## config.mk

```make
export PLATFORM = sky130hd
export DESIGN_NAME = reversible_ring_stack_unit
export DESIGN_NICKNAME = d
export VERILOG_FILES = /design/src/rtl/core/rrs_pkg.sv /design/src/rtl/core/rrs_ram.sv /design/src/rtl/core/rrs_ctrl.sv /design/src/rtl/core/reversible_ring_stack_unit.sv
export SDC_FILE = /design/constraint.sdc
export NUM_CORES = 1
export LEC_CHECK = 0
export BUFFER_PORTS_ARGS = -buffer_cell sky130_fd_sc_hd__buf_2
export CORE_UTILIZATION = 55
export DETAILED_ROUTE_END_ITERATION = 16
export MAX_ROUTING_LAYER = met4
export PLACE_DENSITY = 0.75
export SLEW_MARGIN = 5
export SYNTH_ARGS = -nofsm -noshare
export SYNTH_HDL_FRONTEND = slang
export SYNTH_SLANG_ARGS = --single-unit
export TNS_END_PERCENT = 100
```

## constraint.sdc

```tcl
create_clock -name i_clk -period 6.2 [get_ports i_clk]
set_input_delay 0.31 -clock i_clk [delete_from_list [all_inputs] [get_ports i_clk]]
set_output_delay 0.31 -clock i_clk [all_outputs]
set_load 0.1 [all_outputs]
```

## src/rtl/core/rrs_pkg.sv

```systemverilog
// Shared types, constants and width helpers for the ring stack unit.
// No dependencies.
package rrs_pkg;

    localparam int DEPTH      = 16;
    localparam int ELEM_WIDTH = 32;
    localparam int PTR_W      = (DEPTH > 1) ? $clog2(DEPTH) : 1;
    localparam int CNT_W      = $clog2(DEPTH + 1);
    localparam int WORD_W     = 32;
    localparam int DU_W       = 5;

    typedef enum logic [1:0] {
        OP_PUSH = 2'd0,
        OP_POP  = 2'd1,
        OP_FLIP = 2'd2,
        OP_PEEK = 2'd3
    } t_op;

    typedef enum logic [1:0] {
        ST_OK        = 2'd0,
        ST_POP_EMPTY = 2'd1,
        ST_PUSH_FULL = 2'd2
    } t_status;

    // Result bookkeeping that travels beside the memory read.
    typedef struct packed {
        t_status                 status;
        logic [CNT_W-1:0]        count;
        logic                    fwd;
        logic [ELEM_WIDTH-1:0]   fwd_val;
    } t_meta;

    function automatic logic [ELEM_WIDTH-1:0] to_elem(logic [WORD_W-1:0] v);
        logic [63:0] t;
        t = 64'(v);
        return t[ELEM_WIDTH-1:0];
    endfunction

    function automatic logic [WORD_W-1:0] to_word(logic [ELEM_WIDTH-1:0] e);
        logic [63:0] t;
        t = 64'(e);
        return t[WORD_W-1:0];
    endfunction

    function automatic logic [DU_W-1:0] to_depth_used(logic [CNT_W-1:0] c);
        logic [63:0] t;
        t = 64'(c);
        return t[DU_W-1:0];
    endfunction

endpackage

```

## src/rtl/core/rrs_ram.sv

```systemverilog
// Generic single-write, single-read synchronous RAM with registered read data.
// No dependencies.
module rrs_ram #(
    parameter int W = 32,
    parameter int D = 16
) (
    input  logic                                 i_clk,
    input  logic                                 i_we,
    input  logic [((D > 1) ? $clog2(D) : 1)-1:0] i_waddr,
    input  logic [W-1:0]                         i_wdata,
    input  logic                                 i_re,
    input  logic [((D > 1) ? $clog2(D) : 1)-1:0] i_raddr,
    output logic [W-1:0]                         o_rdata
);

    logic [W-1:0] r_mem [D];

    always_ff @(posedge i_clk) begin
        if (i_we) begin
            r_mem[i_waddr] <= i_wdata;
        end
        if (i_re) begin
            o_rdata <= r_mem[i_raddr];
        end
    end

endmodule

```

## src/rtl/core/rrs_ctrl.sv

```systemverilog
// Pointer, direction and count state of the ring stack; drives the store ports.
// Depends on rrs_pkg.
module rrs_ctrl import rrs_pkg::*; (
    input  logic                  i_clk,
    input  logic                  i_rst_n,
    input  logic                  i_req,
    input  t_op                   i_op,
    input  logic [WORD_W-1:0]     i_value,
    output logic                  o_we,
    output logic [PTR_W-1:0]      o_waddr,
    output logic [ELEM_WIDTH-1:0] o_wdata,
    output logic                  o_re,
    output logic [PTR_W-1:0]      o_raddr,
    output t_meta                 o_meta
);

    localparam logic [PTR_W-1:0] LAST_PTR = PTR_W'(DEPTH - 1);
    localparam logic [CNT_W-1:0] FULL_CNT = CNT_W'(DEPTH);

    logic [PTR_W-1:0] r_bot, n_bot;
    logic [PTR_W-1:0] r_top, n_top;
    logic             r_grow, n_grow;
    logic [CNT_W-1:0] r_cnt, n_cnt;
    logic [PTR_W-1:0] ptr_inc, ptr_dec;
    t_status          status;
    logic             push_ok;

    assign ptr_inc = (r_top == LAST_PTR) ? '0 : r_top + 1'b1;
    assign ptr_dec = (r_top == '0) ? LAST_PTR : r_top - 1'b1;

    always_comb begin
        n_bot   = r_bot;
        n_top   = r_top;
        n_grow  = r_grow;
        n_cnt   = r_cnt;
        status  = ST_OK;
        push_ok = 1'b0;
        case (i_op)
            OP_PUSH: begin
                if (r_cnt == FULL_CNT) begin
                    status = ST_PUSH_FULL;
                end else begin
                    push_ok = 1'b1;
                    n_cnt   = r_cnt + 1'b1;
                    if (r_cnt == '0) begin
                        // restart the ring from entry zero
                        n_grow = 1'b1;
                        n_bot  = '0;
                        n_top  = '0;
                    end else begin
                        n_top = r_grow ? ptr_inc : ptr_dec;
                    end
                end
            end
            OP_POP: begin
                if (r_cnt == '0) begin
                    status = ST_POP_EMPTY;
                end else begin
                    n_cnt = r_cnt - 1'b1;
                    n_top = r_grow ? ptr_dec : ptr_inc;
                end
            end
            OP_FLIP: begin
                n_grow = ~r_grow;
                n_top  = r_bot;
                n_bot  = r_top;
            end
            default: begin
            end
        endcase
    end

    always_ff @(posedge i_clk) begin
        if (!i_rst_n) begin
            r_bot  <= '0;
            r_top  <= '0;
            r_grow <= 1'b1;
            r_cnt  <= '0;
        end else if (i_req) begin
            r_bot  <= n_bot;
            r_top  <= n_top;
            r_grow <= n_grow;
            r_cnt  <= n_cnt;
        end
    end

    assign o_we    = i_req & push_ok;
    assign o_waddr = n_top;
    assign o_wdata = to_elem(i_value);
    // an accepted push answers with its own value, so skip the read then
    assign o_re    = i_req & ~push_ok;
    assign o_raddr = n_top;

    assign o_meta.status  = status;
    assign o_meta.count   = n_cnt;
    assign o_meta.fwd     = push_ok;
    assign o_meta.fwd_val = to_elem(i_value);

endmodule

```

## src/rtl/core/reversible_ring_stack_unit.sv

```systemverilog
// Reversible ring stack: LIFO in a ring store with a direction bit; flip reverses it.
// Input request: s_axis_tuser = operation (0 push, 1 pop, 2 flip, 3 peek),
//   s_axis_tdata = push value (ignored unless push).
// Output: one result per request on m_axis: top value, count and status in
//   tdata, top-valid flag in tuser. Push on a full stack reports status 2 and
//   changes nothing; pop on an empty stack reports status 1.
// Pipeline: pointer update and store access in the first stage, registered read
//   data and the result register in the second.
// Throughput: one request per cycle unless the output stalls; the store's single
//   read port and its registered read data are covered by a two-deep result
//   pipeline.
// Reset: synchronous, active low; empties the stack, growth direction to
//   higher entries; the store itself is not cleared and needs no sweep.
// Stall: while m_axis_tready is low the result holds; one more request is
//   taken into the read stage, then s_axis_tready drops until the output moves.
// Depends on rrs_pkg, rrs_ctrl and rrs_ram.
module reversible_ring_stack_unit import rrs_pkg::*; (
    input  logic        i_clk,
    input  logic        i_rst_n,
    input  logic        s_axis_tvalid,
    output logic        s_axis_tready,
    input  logic [31:0] s_axis_tdata,   // [31:0] push_value
    input  logic [1:0]  s_axis_tuser,   // [1:0] operation
    output logic        m_axis_tvalid,
    input  logic        m_axis_tready,
    output logic [39:0] m_axis_tdata,   // [31:0] top_value, [36:32] depth_used,
                                        // [38:37] status, [39] zero
    output logic        m_axis_tuser    // [0] top_valid
);

    logic                  req;
    logic                  we, re;
    logic [PTR_W-1:0]      waddr, raddr;
    logic [ELEM_WIDTH-1:0] wdata, rdata;
    t_meta                 meta;

    logic                  r_s1_valid;
    t_meta                 r_s1_meta;
    logic                  out_free, s1_move;
    logic                  r_out_valid;
    logic [WORD_W-1:0]     r_out_value, n_out_value;
    logic [DU_W-1:0]       r_out_depth;
    t_status               r_out_status;
    logic                  r_out_tv;
    logic [ELEM_WIDTH-1:0] s1_elem;

    assign out_free      = ~r_out_valid | m_axis_tready;
    assign s1_move       = r_s1_valid & out_free;
    assign s_axis_tready = ~r_s1_valid | out_free;
    assign req           = s_axis_tvalid & s_axis_tready;

    rrs_ctrl u_ctrl (
        .i_clk   (i_clk),
        .i_rst_n (i_rst_n),
        .i_req   (req),
        .i_op    (t_op'(s_axis_tuser)),
        .i_value (s_axis_tdata),
        .o_we    (we),
        .o_waddr (waddr),
        .o_wdata (wdata),
        .o_re    (re),
        .o_raddr (raddr),
        .o_meta  (meta)
    );

    rrs_ram #(
        .W (ELEM_WIDTH),
        .D (DEPTH)
    ) u_ram (
        .i_clk   (i_clk),
        .i_we    (we),
        .i_waddr (waddr),
        .i_wdata (wdata),
        .i_re    (re),
        .i_raddr (raddr),
        .o_rdata (rdata)
    );

    // read data holds while the stage stalls, since reads fire only on accept
    always_ff @(posedge i_clk) begin
        if (!i_rst_n) begin
            r_s1_valid <= 1'b0;
        end else if (s_axis_tready) begin
            r_s1_valid <= s_axis_tvalid;
        end
    end

    always_ff @(posedge i_clk) begin
        if (req) begin
            r_s1_meta <= meta;
        end
    end

    assign s1_elem = r_s1_meta.fwd ? r_s1_meta.fwd_val : rdata;

    always_comb begin
        n_out_value = '0;
        if (r_s1_meta.count != '0) begin
            n_out_value = to_word(s1_elem);
        end
    end

    always_ff @(posedge i_clk) begin
        if (!i_rst_n) begin
            r_out_valid <= 1'b0;
        end else if (out_free) begin
            r_out_valid <= r_s1_valid;
        end
    end

    always_ff @(posedge i_clk) begin
        if (s1_move) begin
            r_out_value  <= n_out_value;
            r_out_depth  <= to_depth_used(r_s1_meta.count);
            r_out_status <= r_s1_meta.status;
            r_out_tv     <= (r_s1_meta.count != '0);
        end
    end

    assign m_axis_tvalid = r_out_valid;
    assign m_axis_tdata  = {1'b0, r_out_status, r_out_depth, r_out_value};
    assign m_axis_tuser  = r_out_tv;

endmodule

```

After elaboration in Yosys (flattened, before gate mapping)
Memories as Yosys holds them, arrays and structs flattened. A register that Yosys moved wholly into a read port is not among the register bits.
Index checks and enable logic that the tools add are counted.
- bits in registers: 96
- logic and storage cells: 66
- RAM bits: 512
- output and inout bits: 43
- memories kept: 1
- memories (memory ; words ; width ; rd ports ; clocked after memory_dff ; write ports ; RTL line ; RTL):
    u_ram.r_mem ; 16 ; 32 ; 1 ; 1 ; 1 ; rrs_ram.sv:16 ; logic [W-1:0] r_mem [D];
- reduce and logical (&&, ||, !) cells: 6
- add/subtract/negate cells: 4
- bitwise logic cells: 10
- eq/ne operators: 6
- multiplexer cells: 25
- operators with widths (cell ; number):
    $mux W4 ; 9
    $mux W32 ; 1
    $pmux W4 S3 ; 1
    $mux W5 ; 2
    $pmux W5 S2 ; 1
    $pmux W4 S2 ; 1
    $mux W1 ; 7
    $add A5 B1 Y5 const B ; 1
    $eq A5 B5 Y1 const B ; 1
    $logic_not A5 Y1 ; 1
    $reduce_bool A5 Y1 ; 1
    $sub A5 B1 Y5 const B ; 1
    $add A4 B1 Y4 const B ; 1
    $and A1 B1 Y1 ; 4
    $eq A4 B4 Y1 const B ; 1
    $logic_not A4 Y1 ; 1
    $not A1 Y1 ; 4
    $pmux W2 S2 ; 1
    $reduce_and A4 Y1 ; 1
    $sub A4 B1 Y4 const B ; 1
    $eq A2 B1 Y1 const B ; 1
    $eq A2 B2 Y1 const B ; 1
    $logic_not A2 Y1 ; 1
    $mux W2 ; 1
    5 further kinds ; 6

Longest topological paths before layout
Gate-level depths: netlist of the first run.
- word-level depth: 7
- mapped depth: 12
- gate-level depth less buffers: 9

Modules after synthesis
From an unflattened synthesis of the first run, not the netlist that was laid out.
- cells, all modules: 1250
- area, all modules: 25021.5 µm²
- modules (own cells, without submodules) (module ; times used ; sequential area each (µm²) ; cells an instance ; area an instance (µm²)):
    rrs_ram ; 1 ; 16335.7 ; 838 ; 20155.6
    reversible_ring_stack_unit ; 1 ; 2442.3 ; 168 ; 3086.7
    rrs_ctrl ; 1 ; 280.3 ; 244 ; 1779.2

Least setup slack after synthesis of the first run
No wires, ideal clock.
- path type: register to register
- from: register r_out_valid, in the netlist m_axis_tvalid
- to: memory u_ram.r_mem[13][0], enable pin
- path slack: 354 ps
- data arrival time: 5344 ps
- library setup time: 502 ps
- stages on the path, launching flop included: 7
- data required time: 5698 ps
- cell sequence: dfxtp_1 > nor2b_1 > nand2_1 > nand2_1 > inv_1 > nand2_1 > nor4_1
- longest elaborated chain between the ends: 7
- RTL lines (what ; RTL line ; RTL):
    from (decl) ; reversible_ring_stack_unit.sv:40 ; logic r_out_valid;
    from (signal assigned) ; reversible_ring_stack_unit.sv:107 ; r_out_valid <= r_s1_valid;
    $not A1 Y1 ; reversible_ring_stack_unit.sv:47 ; assign out_free = ~r_out_valid | m_axis_tready;
    $or A1 B1 Y1 ; reversible_ring_stack_unit.sv:47 ;
    $or A1 B1 Y1 ; reversible_ring_stack_unit.sv:49 ; assign s_axis_tready = ~r_s1_valid | out_free;
    net s_axis_tready ; reversible_ring_stack_unit.sv:21 ; output logic s_axis_tready,
    $and A1 B1 Y1 ; reversible_ring_stack_unit.sv:50 ; assign req = s_axis_tvalid & s_axis_tready;
    $and A1 B1 Y1 ; rrs_ctrl.sv:87 ; assign o_we = i_req & push_ok;
    $mux W1 ; rrs_ram.sv:19 ; if (i_we) begin
    $mux W1 (implied by the code) ; rrs_ram.sv:20 ; r_mem[i_waddr] <= i_wdata;
    to (decl) ; rrs_ram.sv:16 ;
The timed path passes the listed nets, and every way through them passes these cells.

Worst setup path after layout of the first run
- from: register u_ctrl.r_cnt[0]
- to: memory u_ram.r_mem[13][12], enable pin
- longest elaborated chain between the ends: 6
- elaborated cells between the ends (all ways): 11
- classes of those cells: 1 x eq/ne; 8 x mux; 1 x bitwise; 1 x reduce/logical
- RTL lines (what ; RTL line ; RTL):
    from (decl) ; rrs_ctrl.sv:23 ; logic [CNT_W-1:0] r_cnt, n_cnt;
    from (signal assigned) ; rrs_ctrl.sv:83 ; r_cnt <= n_cnt;
    $eq A5 B5 Y1 ; rrs_ctrl.sv:40 ; if (r_cnt == FULL_CNT) begin
    $mux W1 ; rrs_ctrl.sv:40 ;
    $mux W1 ; rrs_ctrl.sv:38 ; case (i_op)
    $and A1 B1 Y1 ; rrs_ctrl.sv:87 ;
    $mux W1 ; rrs_ram.sv:19 ;
    $mux W1 (implied by the code) ; rrs_ram.sv:20 ;
Parallel ways exist; a longest one is shown, timed or not.

==> impl_metrics.env, run 1 <==
export IMPL_relSlewSlack=0.199
export IMPL_crit_path_end_kind="flop"
export IMPL_core_area_sq_um=45500
export IMPL_hold_path_startpoint="i_rst_n"
export IMPL_dieArea_sq_um=47100
export IMPL_synth_top_family_by_area="multiplexers"
export IMPL_numPortBuffers=79
export IMPL_min_path_type="input pin to flop"
export IMPL_path_clk_slew_ps=60
export IMPL_fmax_ghz=0.223
export IMPL_setup_viol=0
export IMPL_grt_pass1_vias=13866
export IMPL_first_iter_violations=1505
export IMPL_synthXorXnorAreaFrac=0.00276
export IMPL_layout_nets=1767
export IMPL_place_gp_congestion=0.862
export IMPL_fin_crit_sh=0.722
export IMPL_final_cells=2373
export IMPL_crit_arrival_ps=4710
export IMPL_synth_edf_count=624
export IMPL_power_leakage_uw=0.00940
export IMPL_drt_vias_per_instance=5.90
export IMPL_routedWlPerCell_um=23.3
export IMPL_cts_tree="yes"
export IMPL_async_flop_share=0
export IMPL_whs_path_depth=2
export IMPL_wl_met2_um=26500
export IMPL_whs_endpoint="u_ctrl.r_grow"
export IMPL_post_route_util=0.626
export IMPL_clock_sinks=640
export IMPL_ios=81
export IMPL_initial_core_util=0.559
export IMPL_drive_gt1_frac=0.129
export IMPL_multi_input_area_sq_um=5980
export IMPL_cts_buffers=61
export IMPL_reg2reg_depth=10
export IMPL_synthAdderAreaFrac=0.00246
export IMPL_netlist_area_sq_um=25400
export IMPL_ys_flop_type="edfxtp_1"
export IMPL_layout_commonest_cell="edfxtp_1"
export IMPL_final_max_slew_viol_count=0
export IMPL_syn_to_final_growth_pct=11.9
export IMPL_crit_path_max_fanout=33
export IMPL_wl_met1_um=23300
export IMPL_synth_seq_cells=640
export IMPL_synth_area_mux_share=0.113
export IMPL_grt_max_degree=126
export IMPL_p_per_area_nw_per_um2=342
export IMPL_syn_num_nets=1678
export IMPL_r2r_start="u_ctrl.r_cnt[0]"
export IMPL_clock_latency_ps=620
export IMPL_finalCriticalPeriod_ps=4480
export IMPL_synth_compound_area_share=0.0408
export IMPL_yosysUniqueCellTypes=54
export IMPL_die_y_um=217
export IMPL_dr_total_vias=14012
export IMPL_layout_common_cells="edfxtp_1, nor2_1, mux2i_1"
export IMPL_avgSynthCellArea_sq_um=15.5
export IMPL_reg2reg_slack_ps=1720
export IMPL_antenna_found_initial=1
export IMPL_dp_cells=2260
export IMPL_grt_setup_unrepaired="false"
export IMPL_syn_inst=1635
export IMPL_path_class="flop to flop"
export IMPL_setup_tns_ps=0
export IMPL_dp_hpwl_um=29300
export IMPL_n_fill_cell=3249
export IMPL_max_cap_viol_count=0
export IMPL_ir_drop_mv=0.215
export IMPL_clockRootBuffer="clkbuf_16"
export IMPL_hold_violations=0
export IMPL_dr_wl_met3_um=3810
export IMPL_wirelength_um=55200
export IMPL_grt_ovfl_total=0
export IMPL_status="completed"
export IMPL_fin_worst_skew_ps=14.4
export IMPL_yosysTopAreaCell="edfxtp_1"
export IMPL_seq_area_frac_synth=0.750
export IMPL_ys_warn_count=0
export IMPL_synth_top_cell_area_share=0.737
export IMPL_die_w_um=217
export IMPL_ys_top_cells_by_area="edfxtp_1, mux2i_1, nor2_1"
export IMPL_seq_area_sq_um=19100
export IMPL_synthSimpleGateAreaFrac=0.0702
export IMPL_r2r_end="u_ram.r_mem[13][12]"
export IMPL_track_usage=0.246
export IMPL_drcViolationCount=0
export IMPL_clk_path_buf_depth=3
export IMPL_rows=78
export IMPL_highest_layer="met4"
export IMPL_ant_nets=0
export IMPL_cp_required_ps=6440
export IMPL_worst_pin_slew_ps=1200
export IMPL_start_kind="flop"
export IMPL_firstDrtPassIters=5
export IMPL_h_tree_depth=2
export IMPL_grt_pass1_wl_um=83300
export IMPL_cts_resized_gates=0
-- through the flow --
| step | hold WS (ps) | area, sq um | power [uW] | setup WS [ps] |
|---|---|---|---|---|
| after floorplan | 400 | 25400 | 5920 | 354 |
| after global placement | 401 | 26500 | 6230 | 1960 |
| after detailed placement | 407 | 26500 | 6250 | 1810 |
| after CTS | 29.7 | 28400 | 9780 | 1800 |
| after global routing | 64.6 | 28500 | 10000 | 1550 |
| final | 60.0 | 28500 | 9720 | 1720 |
-- repair_timing --
item                                   CTS  global route
hold buffers                             1             0
setup buffers                            0             0
endpoints found under the hold margin    1             0
-- where the power goes --
part | switching [uW] | total, uW | internal (uW) | leakage [uW]
Combinational | 841 | 1220 | 377 | 0.00265
Sequential | 47.1 | 4940 | 4900 | 0.00582
Clock | 1520 | 3560 | 2040 | 0.000932
Total | 2410 | 9720 | 7310 | 0.00940
-- kinds of logic after synthesis --
| logic type | count (synthesis) |
|---|---|
| other cells | 1 |
| simple gates | 410 |
| compound gates | 179 |
| flops | 640 |
| mux | 288 |
| xor+xnor | 8 |
| buf+inv | 104 |
| fa+ha+maj | 5 |
-- layout make-up --
type	instances	area share
multi-input combinational	891	0.210
clock inverter	41	0.0120
timing repair buffer	118	0.0252
tap	600	0.0264
clock buffer	70	0.0548
inverter	12	0.00158
antenna	1	0.0000880
sequential	640	0.670
-- how the worst max path moves through the flow --
| stage | startpoint | slack, ps | to |
|---|---|---|---|
| CTS | u_ctrl.r_cnt[0] | 1800 | u_ram.r_mem[13][10] |
| finish | u_ctrl.r_cnt[0] | 1720 | u_ram.r_mem[13][12] |
| global placement | u_ctrl.r_cnt[0] | 1960 | u_ram.r_mem[13][19] |
| floorplan | m_axis_tvalid | 350 | u_ram.r_mem[13][0] |
| global route | u_ctrl.r_cnt[0] | 1550 | u_ram.r_mem[13][12] |
| detailed placement | u_ctrl.r_cnt[0] | 1810 | u_ram.r_mem[13][19] |
-- cells in the mapped netlist, types with 2 or more instances --
cell,number
a21boi_0,4
a21o_1,2
a21oi_1,8
a221oi_1,3
a221oi_2,2
a22oi_1,6
and2_1,3
and2b_1,2
and3_1,5
buf_1,3
buf_2,36
buf_4,22
clkbuf_1,31
dfxtp_1,16
edfxtp_1,624
ha_1,5
inv_1,12
mux2i_1,288
nand2_1,18
nand2b_1,3
nand3_1,4
nand4_1,32
nor2_1,298
nor2b_1,9
nor3_1,19
nor3b_1,2
nor4_1,6
o211a_1,3
o211ai_1,2
o21a_1,2
o21ai_0,87
o21ai_1,48
o22ai_1,2
o31ai_1,2
xnor2_1,4
xor2_1,4
-- registers in the layout, summed over array words and instances, names as in the netlist, 2 cells and up --
register       cells
u_ram.r_mem      512
r_s1_meta         40
r_out_value       32
u_ram.o_rdata     32
r_out_depth        5
u_ctrl.r_cnt       5
u_ctrl.r_bot       4
u_ctrl.r_top       4
r_out_status       2
-- routing by layer --
| layer | up-vias | GRT usage |
|---|---|---|
| li1 | 6334 | - |
| met1 | 7020 | 0.325 |
| met2 | 538 | 0.387 |
| met3 | 120 | 0.0400 |
| met4 | 0 | 0.0897 |
| met5 | - | - |
-- critical path: stages, from the launching register on --
cell and delay (ps):
dfxtp_1 360, inv_1 130, ha_1 200, nor3b_2 520, and3_1 300, o21ai_0 90, and4_1 310, nor2_4 950
inv_1 320, nor4_2 290, buf_4 590
Power figures use the tool's default switching activity.
==> run 2, diff against run 1 <==
--- a/config.mk
+++ b/config.mk
@@ -9,7 +9,7 @@
 export CORE_UTILIZATION = 55
 export DETAILED_ROUTE_END_ITERATION = 16
 export MAX_ROUTING_LAYER = met4
-export PLACE_DENSITY = 0.75
+export PLACE_DENSITY = 0.72
 export SLEW_MARGIN = 5
 export SYNTH_ARGS = -nofsm -noshare
 export SYNTH_HDL_FRONTEND = slang
==> constraint.sdc (replaced) <==
create_clock -name i_clk -period 4.2 [get_ports i_clk]
set_input_delay 0.21 -clock i_clk [delete_from_list [all_inputs] [get_ports i_clk]]
set_output_delay 0.21 -clock i_clk [all_outputs]
set_load 0.1 [all_outputs]
==> run 2 against run 1 <==
  * Sequential share of layout area down 1.4 points
  * Cell count up 2.0%
  * Via count up 0.30%
  * Setup slack worse by 1200 ps
  * Sequential cell count unchanged
  * Maximum frequency up 21%
  * Highest routed layer unchanged
==> impl_metrics.env, run 2 (same netlist as run 1, synthesis figures left out) <==
export IMPL_clock_latency_ps=610
export IMPL_r2r_start="u_ctrl.r_top[0]"
export IMPL_min_path_type="input pin to flop"
export IMPL_h_tree_depth=2
export IMPL_reg2reg_depth=11
export IMPL_start_kind="flop"
export IMPL_post_route_util=0.639
export IMPL_status="completed"
export IMPL_wl_met1_um=23800
export IMPL_finalCriticalPeriod_ps=3710
export IMPL_dr_wl_met3_um=3480
export IMPL_layout_nets=1815
export IMPL_layout_commonest_cell="edfxtp_1"
export IMPL_cp_required_ps=4550
export IMPL_clk_path_buf_depth=3
export IMPL_worst_pin_slew_ps=1130
export IMPL_grt_max_degree=126
export IMPL_reg_top3="u_ram.r_mem x512, r_s1_meta x40"
export IMPL_ios=81
export IMPL_track_usage=0.245
export IMPL_hold_violations=0
export IMPL_fin_hold_ws_ps=224
export IMPL_ir_drop_mv=0.362
export IMPL_final_max_slew_viol_count=0
export IMPL_grt_setup_unrepaired="false"
export IMPL_layout_common_cells="edfxtp_1, nor2_1, mux2i_1"
export IMPL_crit_path_max_fanout=33
export IMPL_cts_buffers=60
export IMPL_whs_path_depth=3
export IMPL_wl_met2_um=26900
export IMPL_clock_sinks=640
export IMPL_crit_path_end_kind="flop"
export IMPL_drt_vias_per_instance=5.81
export IMPL_die_w_um=217
export IMPL_syn_to_final_growth_pct=14.3
export IMPL_design_area_sq_um=29000
export IMPL_fmax_ghz=0.269
export IMPL_grt_pass1_vias=13780
export IMPL_routedWlPerCell_um=22.8
export IMPL_dp_hpwl_um=28700
export IMPL_crit_start="u_ctrl.r_top[0]"
export IMPL_path_class="flop to flop"
export IMPL_grt_pass1_wl_um=83200
export IMPL_cts_tree="yes"
export IMPL_place_gp_congestion=0.867
export IMPL_largest_reg_flops=512
export IMPL_highest_layer="met4"
export IMPL_wirelength_um=55300
export IMPL_firstDrtPassIters=6
export IMPL_finalPower_uw=14100
export IMPL_clockRootBuffer="clkbuf_16"
export IMPL_power_leakage_uw=0.00969
export IMPL_initial_core_util=0.559
export IMPL_dr_total_vias=14054
export IMPL_diodes=0
export IMPL_max_cap_viol_count=0
export IMPL_dpl_cell_area_sq_um=26900
export IMPL_path_clk_slew_ps=70
export IMPL_numPortBuffers=79
export IMPL_dieArea_sq_um=47100
export IMPL_whs_endpoint="r_s1_meta[37]"
export IMPL_regMostFlops="u_ram.r_mem"
export IMPL_timing_final_ws_setup_ps=487
export IMPL_drive_gt1_frac=0.131
export IMPL_multi_input_area_sq_um=6070
export IMPL_relSlewSlack=0.243
export IMPL_crit_arrival_ps=4060
export IMPL_seq_area_sq_um=19100
export IMPL_antenna_found_initial=0
export IMPL_hold_path_startpoint="s_axis_tuser[1]"
export IMPL_p_per_area_nw_per_um2=486
export IMPL_post_cts_buffers=0
export IMPL_first_iter_violations=1345
export IMPL_ant_nets=0
export IMPL_grt_ovfl_total=0
export IMPL_fin_crit_sh=0.884
export IMPL_r2r_end="u_ram.o_rdata[23]"
export IMPL_n_fill_cell=3270
export IMPL_die_y_um=217
export IMPL_reg2reg_slack_ps=490
export IMPL_core_area_sq_um=45500
export IMPL_setup_viol=0
export IMPL_pre_cts_ws_ps=536
export IMPL_drcViolationCount=0
export IMPL_rows=78
export IMPL_fin_worst_skew_ps=9.13
run 2: power breakdown:
group | internal [uW] | switching, uW | leakage [uW]
clock network | 2710 | 2220 | 0.000862
logic | 616 | 1270 | 0.00301
registers | 7230 | 59.7 | 0.00582
total | 10600 | 3550 | 0.00969
run 2: worst max path at each step:
stage                        end
2_1_floorplan  u_ram.r_mem[0][0]
3_3_place_gp   u_ram.o_rdata[23]
3_5_place_dp   u_ram.o_rdata[23]
4_1_cts        u_ram.o_rdata[23]
5_1_grt        u_ram.o_rdata[27]
6_report       u_ram.o_rdata[23]
run 2: critical path, stage by stage, from the launching register on:
cell and delay, ps:
dfxtp_1 650, inv_1 90, ha_1 320, xnor2_1 300, nor4_1 140, a221oi_4 510
buf_12 240, buf_4 500, mux2i_1 280, nor2_1 60, o21ai_0 210, nand4_1 140
run 2: cell type report:
class,instances,share of cell area
clock buffer,77,0.0546
inverter,12,0.00155
tap,600,0.0259
multi-input combinational,891,0.209
sequential,640,0.656
timing repair buffer,167,0.0460
clock inverter,34,0.00646
run 2: timing repair:
action,CTS,global route
setup endpoints to repair,0,0
resized for setup,0,0
hold endpoints to repair,560,0
hold buffers,37,0
run 2: routing by layer:
metal	GRT usage	vias to the layer above
li1	-	6419
met5	-	-
met4	0.0648	0
met3	0.0372	99
met2	0.389	485
met1	0.334	7051
run 2: stage by stage:
stage               cells  TNS, ps
floorplan            1635   -94980
finish               2421        0
detailed placement   2273        0
global route         2421        0
global placement     2273        0
CTS                  2421        0
